[src/rtl/core/ps2kd_pkg.sv]
`timescale 1ns / 1ps

package ps2kd_pkg;

	localparam logic [7:0] CODE_RELEASE = 8'hF0;
	localparam logic [7:0] CODE_LSHIFT  = 8'h12;
	localparam logic [7:0] CODE_LCTRL   = 8'h14;
	localparam logic [7:0] CODE_EOT_KEY = 8'h23;
	localparam logic [7:0] CHAR_EOT     = 8'h04;
	localparam int unsigned MAP_SIZE    = 112;

	typedef logic [7:0] char_t;

	localparam char_t LOWER_MAP [0:MAP_SIZE-1] = '{
		8'h00, 8'h00, 8'h00, 8'h00, 8'h00, 8'h00, 8'h00, 8'h00,
		8'h00, 8'h00, 8'h00, 8'h00, 8'h00, 8'h00, 8'h00, 8'h00,
		8'h00, 8'h00, 8'h00, 8'h00, 8'h00, 8'h71, 8'h31, 8'h00,
		8'h00, 8'h00, 8'h7A, 8'h73, 8'h61, 8'h77, 8'h32, 8'h00,
		8'h00, 8'h63, 8'h78, 8'h64, 8'h65, 8'h34, 8'h33, 8'h00,
		8'h00, 8'h20, 8'h76, 8'h66, 8'h74, 8'h72, 8'h35, 8'h00,
		8'h00, 8'h6E, 8'h62, 8'h68, 8'h67, 8'h79, 8'h36, 8'h00,
		8'h00, 8'h00, 8'h6D, 8'h6A, 8'h75, 8'h37, 8'h38, 8'h00,
		8'h00, 8'h2C, 8'h6B, 8'h69, 8'h6F, 8'h30, 8'h39, 8'h00,
		8'h00, 8'h2E, 8'h2F, 8'h6C, 8'h3B, 8'h70, 8'h2D, 8'h00,
		8'h00, 8'h00, 8'h27, 8'h00, 8'h5B, 8'h3D, 8'h00, 8'h00,
		8'h00, 8'h00, 8'h0D, 8'h5D, 8'h00, 8'h5C, 8'h00, 8'h00,
		8'h00, 8'h00, 8'h00, 8'h00, 8'h00, 8'h00, 8'h08, 8'h00,
		8'h00, 8'h00, 8'h00, 8'h00, 8'h00, 8'h00, 8'h00, 8'h00
	};

	localparam char_t UPPER_MAP [0:MAP_SIZE-1] = '{
		8'h00, 8'h00, 8'h00, 8'h00, 8'h00, 8'h00, 8'h00, 8'h00,
		8'h00, 8'h00, 8'h00, 8'h00, 8'h00, 8'h00, 8'h00, 8'h00,
		8'h00, 8'h00, 8'h00, 8'h00, 8'h00, 8'h51, 8'h21, 8'h00,
		8'h00, 8'h00, 8'h5A, 8'h53, 8'h41, 8'h57, 8'h40, 8'h00,
		8'h00, 8'h43, 8'h58, 8'h44, 8'h45, 8'h24, 8'h23, 8'h00,
		8'h00, 8'h20, 8'h56, 8'h46, 8'h54, 8'h52, 8'h25, 8'h00,
		8'h00, 8'h4E, 8'h42, 8'h48, 8'h47, 8'h59, 8'h5E, 8'h00,
		8'h00, 8'h00, 8'h4D, 8'h4A, 8'h55, 8'h26, 8'h2A, 8'h00,
		8'h00, 8'h3C, 8'h4B, 8'h49, 8'h4F, 8'h29, 8'h28, 8'h00,
		8'h00, 8'h3E, 8'h3F, 8'h4C, 8'h3A, 8'h50, 8'h5F, 8'h00,
		8'h00, 8'h00, 8'h22, 8'h00, 8'h7B, 8'h2B, 8'h00, 8'h00,
		8'h00, 8'h00, 8'h0D, 8'h7D, 8'h00, 8'h7C, 8'h00, 8'h00,
		8'h00, 8'h00, 8'h00, 8'h00, 8'h00, 8'h00, 8'h08, 8'h00,
		8'h00, 8'h00, 8'h00, 8'h00, 8'h00, 8'h00, 8'h00, 8'h00
	};

	function automatic char_t map_code(input logic [7:0] code, input logic shift,
			input logic ctrl);
		char_t c;
		c = 8'h00;
		if (code < 8'(MAP_SIZE)) begin
			c = shift ? UPPER_MAP[code[6:0]] : LOWER_MAP[code[6:0]];
		end
		if (ctrl && code == CODE_EOT_KEY) begin
			c = CHAR_EOT;
		end
		return c;
	endfunction

endpackage

[src/rtl/core/ps2kd_ram.sv]
`timescale 1ns / 1ps

module ps2kd_ram #(
	parameter int WIDTH = 8,
	parameter int DEPTH = 128
) (
	input  logic                     clk,
	input  logic                     we,
	input  logic [$clog2(DEPTH)-1:0] waddr,
	input  logic [WIDTH-1:0]         wdata,
	input  logic                     re,
	input  logic [$clog2(DEPTH)-1:0] raddr,
	output logic [WIDTH-1:0]         rdata
);

	logic [WIDTH-1:0] mem_q [0:DEPTH-1];

	always_ff @(posedge clk) begin
		if (we) begin
			mem_q[waddr] <= wdata;
		end
		if (re) begin
			rdata <= mem_q[raddr];
		end
	end

endmodule

[src/rtl/core/ps2_set2_keyboard_decoder_fifo_top.sv]
`timescale 1ns / 1ps

// PS/2 set 2 scan code decoder with a character FIFO. Each input beat is either a scan
// byte (action 0) or a read request (action 1) and returns exactly one result beat. A beat
// is accepted every cycle while the output side keeps up; its result passes through two
// registered stages, the first being the read port of the character RAM. Key flags,
// the ROM lookup and the FIFO pointers all settle in the cycle the beat is accepted, so
// back-to-back writes and reads of the same entry need no forwarding. A stalled output
// freezes the whole two-stage pipe. The FIFO holds BUFFER_DEPTH characters; when full a
// new character is dropped and flagged, and a read of an empty FIFO returns zero.
module ps2_set2_keyboard_decoder_fifo_top #(
	parameter int BUFFER_DEPTH = 128
) (
	input  logic       clk,
	input  logic       arst_n,
	input  logic       in_valid,
	output logic       in_stall,
	input  logic       action,
	input  logic [7:0] scan_code,
	output logic       out_valid,
	input  logic       out_stall,
	output logic [7:0] read_char,
	output logic       read_valid,
	output logic       char_stored,
	output logic       char_dropped,
	output logic [7:0] fill_count
);

	import ps2kd_pkg::*;

	localparam int AW = $clog2(BUFFER_DEPTH);
	localparam int CW = $clog2(BUFFER_DEPTH + 1);

	logic          advance;
	logic          accept;

	logic          rel_q, rel_d;
	logic          shift_q, shift_d;
	logic          ctrl_q, ctrl_d;
	logic [AW-1:0] wr_idx_q, wr_idx_d;
	logic [AW-1:0] rd_idx_q, rd_idx_d;
	logic [CW-1:0] count_q, count_d;

	logic          ram_we;
	logic          ram_re;
	char_t         wr_char;
	char_t         ram_rdata;

	logic          rvalid_c, stored_c, dropped_c;
	logic [CW+7:0] count_ext;

	logic          valid_s1;
	logic          rvalid_s1, stored_s1, dropped_s1;
	logic [7:0]    fill_s1;

	assign advance  = !out_valid || !out_stall;
	assign in_stall = !advance;
	assign accept   = in_valid && advance;

	always_comb begin
		rel_d     = rel_q;
		shift_d   = shift_q;
		ctrl_d    = ctrl_q;
		wr_idx_d  = wr_idx_q;
		rd_idx_d  = rd_idx_q;
		count_d   = count_q;
		ram_we    = 1'b0;
		ram_re    = 1'b0;
		rvalid_c  = 1'b0;
		stored_c  = 1'b0;
		dropped_c = 1'b0;
		wr_char   = map_code(scan_code, shift_d, ctrl_d);
		if (accept) begin
			if (action) begin
				if (count_q != '0) begin
					ram_re   = 1'b1;
					rvalid_c = 1'b1;
					rd_idx_d = (rd_idx_q == AW'(BUFFER_DEPTH - 1)) ? '0 : rd_idx_q + AW'(1);
					count_d  = count_q - CW'(1);
				end
			end else if (scan_code == CODE_RELEASE) begin
				rel_d = 1'b1;
			end else begin
				if (scan_code == CODE_LSHIFT) begin
					shift_d = !rel_q;
				end
				if (scan_code == CODE_LCTRL) begin
					ctrl_d = !rel_q;
				end
				wr_char = map_code(scan_code, shift_d, ctrl_d);
				if (rel_q && scan_code != 8'h00) begin
					rel_d = 1'b0;
				end else if (count_q == CW'(BUFFER_DEPTH)) begin
					dropped_c = 1'b1;
				end else begin
					ram_we   = 1'b1;
					stored_c = 1'b1;
					wr_idx_d = (wr_idx_q == AW'(BUFFER_DEPTH - 1)) ? '0 : wr_idx_q + AW'(1);
					count_d  = count_q + CW'(1);
				end
			end
		end
	end

	assign count_ext = {8'h00, count_d};

	always_ff @(posedge clk or negedge arst_n) begin
		if (!arst_n) begin
			rel_q    <= 1'b0;
			shift_q  <= 1'b0;
			ctrl_q   <= 1'b0;
			wr_idx_q <= '0;
			rd_idx_q <= '0;
			count_q  <= '0;
		end else begin
			rel_q    <= rel_d;
			shift_q  <= shift_d;
			ctrl_q   <= ctrl_d;
			wr_idx_q <= wr_idx_d;
			rd_idx_q <= rd_idx_d;
			count_q  <= count_d;
		end
	end

	ps2kd_ram #(
		.WIDTH(8),
		.DEPTH(BUFFER_DEPTH)
	) u_ring (
		.clk  (clk),
		.we   (ram_we),
		.waddr(wr_idx_q),
		.wdata(wr_char),
		.re   (ram_re),
		.raddr(rd_idx_q),
		.rdata(ram_rdata)
	);

	// advance both stages together; a stalled output holds everything
	always_ff @(posedge clk or negedge arst_n) begin
		if (!arst_n) begin
			valid_s1  <= 1'b0;
			out_valid <= 1'b0;
		end else if (advance) begin
			valid_s1  <= accept;
			out_valid <= valid_s1;
		end
	end

	always_ff @(posedge clk) begin
		if (advance) begin
			rvalid_s1    <= rvalid_c;
			stored_s1    <= stored_c;
			dropped_s1   <= dropped_c;
			fill_s1      <= count_ext[7:0];
			read_char    <= rvalid_s1 ? ram_rdata : 8'h00;
			read_valid   <= rvalid_s1;
			char_stored  <= stored_s1;
			char_dropped <= dropped_s1;
			fill_count   <= fill_s1;
		end
	end

endmodule

[config.mk]
export PLATFORM = sky130hd
export DESIGN_NAME = ps2_set2_keyboard_decoder_fifo_top
export DESIGN_NICKNAME = d
export VERILOG_FILES = /design/src/rtl/core/ps2kd_pkg.sv /design/src/rtl/core/ps2kd_ram.sv /design/src/rtl/core/ps2_set2_keyboard_decoder_fifo_top.sv
export SDC_FILE = /design/constraint.sdc
export NUM_CORES = 1
export LEC_CHECK = 0
export BUFFER_PORTS_ARGS = -buffer_cell sky130_fd_sc_hd__buf_2
export CORE_UTILIZATION = 50
export DETAILED_ROUTE_END_ITERATION = 6
export GPL_ROUTABILITY_DRIVEN = 0
export GPL_TIMING_DRIVEN = 0
export MAX_ROUTING_LAYER = met4
export PLACE_DENSITY = 0.65
export SETUP_SLACK_MARGIN = 0.4
export SYNTH_ARGS = -nofsm -noshare
export SYNTH_HDL_FRONTEND = slang
export SYNTH_HIERARCHICAL = 1
export SYNTH_SLANG_ARGS = --single-unit
export TNS_END_PERCENT = 10
[constraint.sdc]
create_clock -name clk -period 19 [get_ports clk]
set_input_delay 2.85 -clock clk [delete_from_list [all_inputs] [get_ports clk]]
set_output_delay 2.85 -clock clk [all_outputs]
set_load 0.01 [all_outputs]
==> metrics.txt <==
Clk pin slew, worst setup/hold paths=around 60 ps; Fin. Hold Viols=0; failing checks=design-rule violations; Arr. time, crit path=about 8000 ps; Die Area=between 80000 and 90000 um^2; maximum fanout along the worst path=11; Worst-Skew Late Latency=slightly below 700 ps; flop and latch count out of synthesis=roughly 1100; Die Height=298 um; final setup vio count=0; crit path launch type=input port; final wirelength=107000 um; share of layout cells above drive strength 1=about a quarter; Sink Count=roughly 1100; TritonCTS clock tree=built; 1st-pass router iterations=7; Max-Cap Viols=0; commonest non-fill, non-tap cell in the layout=edfxtp_1; Hold Path Class=flop to flop; path depth of the worst reg2reg path=11; Post-synth top flop=edfxtp_1; Min Hold Slack=418 ps; Initial Util=about half; Slowest-stage cell, CP=nor2_1; Hold-fix buffers, CTS=0; Place WS=between 10000 and 15000 ps; port bufs=31; final antenna-violating net count=0; ys async rst share=2.48%; clock buffer count from CTS=109; H-tree lvl count=3; synth-to-layout area growth=14.4%; Seq/Total Area, Yosys=between 70 and 80%; total gr overflow=0; highest clock rate=about 0.13 GHz; DRC=1; vias per inst=6.19; drt wl/cell=about 29 um; Final WS setup=around 11000 ps; CORE AREA=86900 um^2; Leak=16.0 nW; Max VDD drop=between 0.09 and 0.1 mV; worst flop-to-flop path startpoint=out_valid; Hold Crit Start=stored_s1; status=finished with violations; die width=298 um; Yosys warnings=6; post-cts resize count=0; Final min period=around 7500 ps; Yosys cell types=77; Crit path largest cell delay=a little under 900 ps; Max Transition Viols Final=0; Max Root-Sink Buffers=3; IO Pins=34; Root Buffer=clkbuf_16; RSZ-0062 raised after global routing=false; Mapped Area=approximately 44000 um^2; Finished Core Util=roughly 58%; Nets=~2400; CP endpoint kind=flop; num rows=between 100 and 150; cells after synthesis=between 2000 and 2500; hold path endpoint=char_stored; Starting DRT DRC Count=roughly 2900; Fin Clk Skew=~22 ps; number of global-route vias before repair=between 20000 and 25000; Max-slew headroom=under 10%; worst slew pin tran=around 1400 ps; Post-synth EDFFs=roughly 1100; commonest cells after routing, fill and taps aside=edfxtp_1, mux4_2, nor2_1; initial antenna violation count=5; reg2reg end=u_ring/mem_q[70][2]; CP Cell Sequence=buf_2, clkbuf_1, inv_1, ha_1, nand2_1, nor4_1, or4_1, buf_6, inv_6, buf_12, clkbuf_1, nor2b_1, nand3_1, clkbuf_1, nor2_1; Pwr Density=roughly 130 nW/um^2; DR vias=between 20000 and 25000; pin count of the biggest net entering global routing=37; flop-to-flop setup slack=between 10000 and 15000 ps; DP HPWL=between 70000 and 80000 um; number of setup buffers added after CTS=0; crit share post-route=39.6%; CP required=between 15000 and 20000 ps; Setup TNS Final=0 ps; GRT Total Usage=between 20% and 30%; global-route wire length before repair=roughly 160000 um; Top cell by count, worst path=clkbuf_1; syn avg cell area=21.0 um^2; Hold Crit Depth=0; kind of critical path=input port to flop
[worst max-delay path by stage]
stage,from,end,cells after the start
after floorplan,scan_code[3],u_ring/mem_q[0][2],6
after global placement,scan_code[1],u_ring/mem_q[118][2],10
after detailed placement,scan_code[1],u_ring/mem_q[70][7],15
after CTS,scan_code[1],u_ring/mem_q[70][2],15
after global routing,scan_code[1],u_ring/mem_q[70][2],15
final,scan_code[1],u_ring/mem_q[70][2],15
[state kept, by name, summed over array words and instances (netlist names), 7 cells and up]
signal / cells
count_q: 8
fill_s1: 8
u_ring/rdata: 8
fill_count: 8
rd_idx_q: 7
wr_idx_q: 7
u_ring/mem_q: 1024
read_char: 8
[kinds of logic after synthesis]
kind of cell / Yosys count / share of synthesized area (%)
adder cells (fa/ha/maj): 13 / 0.371
multiplexers: 356 / 17.7
other: 1 / 0.00855
AO/OA/AOI/OAI: 143 / 2.30
flip-flops: 1089 / 74.2
AND/OR/NAND/NOR: 345 / 3.76
buffers and inverters: 139 / 1.45
XOR/XNOR: 8 / 0.160
[critical path, delay by kind of cell]
kind                       cells  cell delay [ps]
and+or+nand+nor                6             2430
adders and majority gates      1              330
buffers and inverters          8             2170
[per-layer routing]
layer	GRT usage, %	wire (um)	vias up
met3	5.32	9720	258
met4	7.40	3260	0
met1	34.5	42300	11900
met2	39.2	52200	1153
met5	-	0	-
li1	-	-	9291
[power breakdown]
part / internal (mW) / switching (mW)
Sequential: 2.71 / 0.0406
Clock: 1.17 / 0.887
Combinational: 0.755 / 0.951
[metrics by stage]
step | std cells | cell area [um^2] | total power [mW]
CTS | 3646 | 50200 | 6.55
global placement | 3407 | 46000 | 4.48
detailed placement | 3444 | 46800 | 4.50
global route | 3649 | 50200 | 6.71
floorplan | 2221 | 44400 | 3.88
finish | 3649 | 50200 | 6.51
[synth_stat cells (13+ instances only)]
cell type / n / area share, %
dfrtp_1: 27 / 1.5
nor3_1: 19 / 0.22
inv_1: 15 / 0.13
buf_1: 22 / 0.19
nor2_1: 144 / 1.2
mux4_2: 336 / 17
nand3_1: 25 / 0.29
buf_2: 22 / 0.25
nand2b_1: 19 / 0.27
nand2_1: 61 / 0.52
ha_1: 13 / 0.37
o21ai_0: 29 / 0.33
a21oi_1: 21 / 0.24
clkbuf_1: 63 / 0.54
edfxtp_1: 1062 / 73
[cell type report]
cell class                      instances  area, um^2
Clock inverter                         61         539
Fill cell                            6247       36700
Inverter                               17        68.8
Multi-Input combinational cell        993       11300
Tap cell                             1155        1450
Timing Repair Buffer                   69         856
Clock buffer                          141        2890
Antenna cell                            2        5.00
Sequential cell                      1089       32600
Buffer                                122         571
No activity file was read; power rests on OpenSTA's default activity.
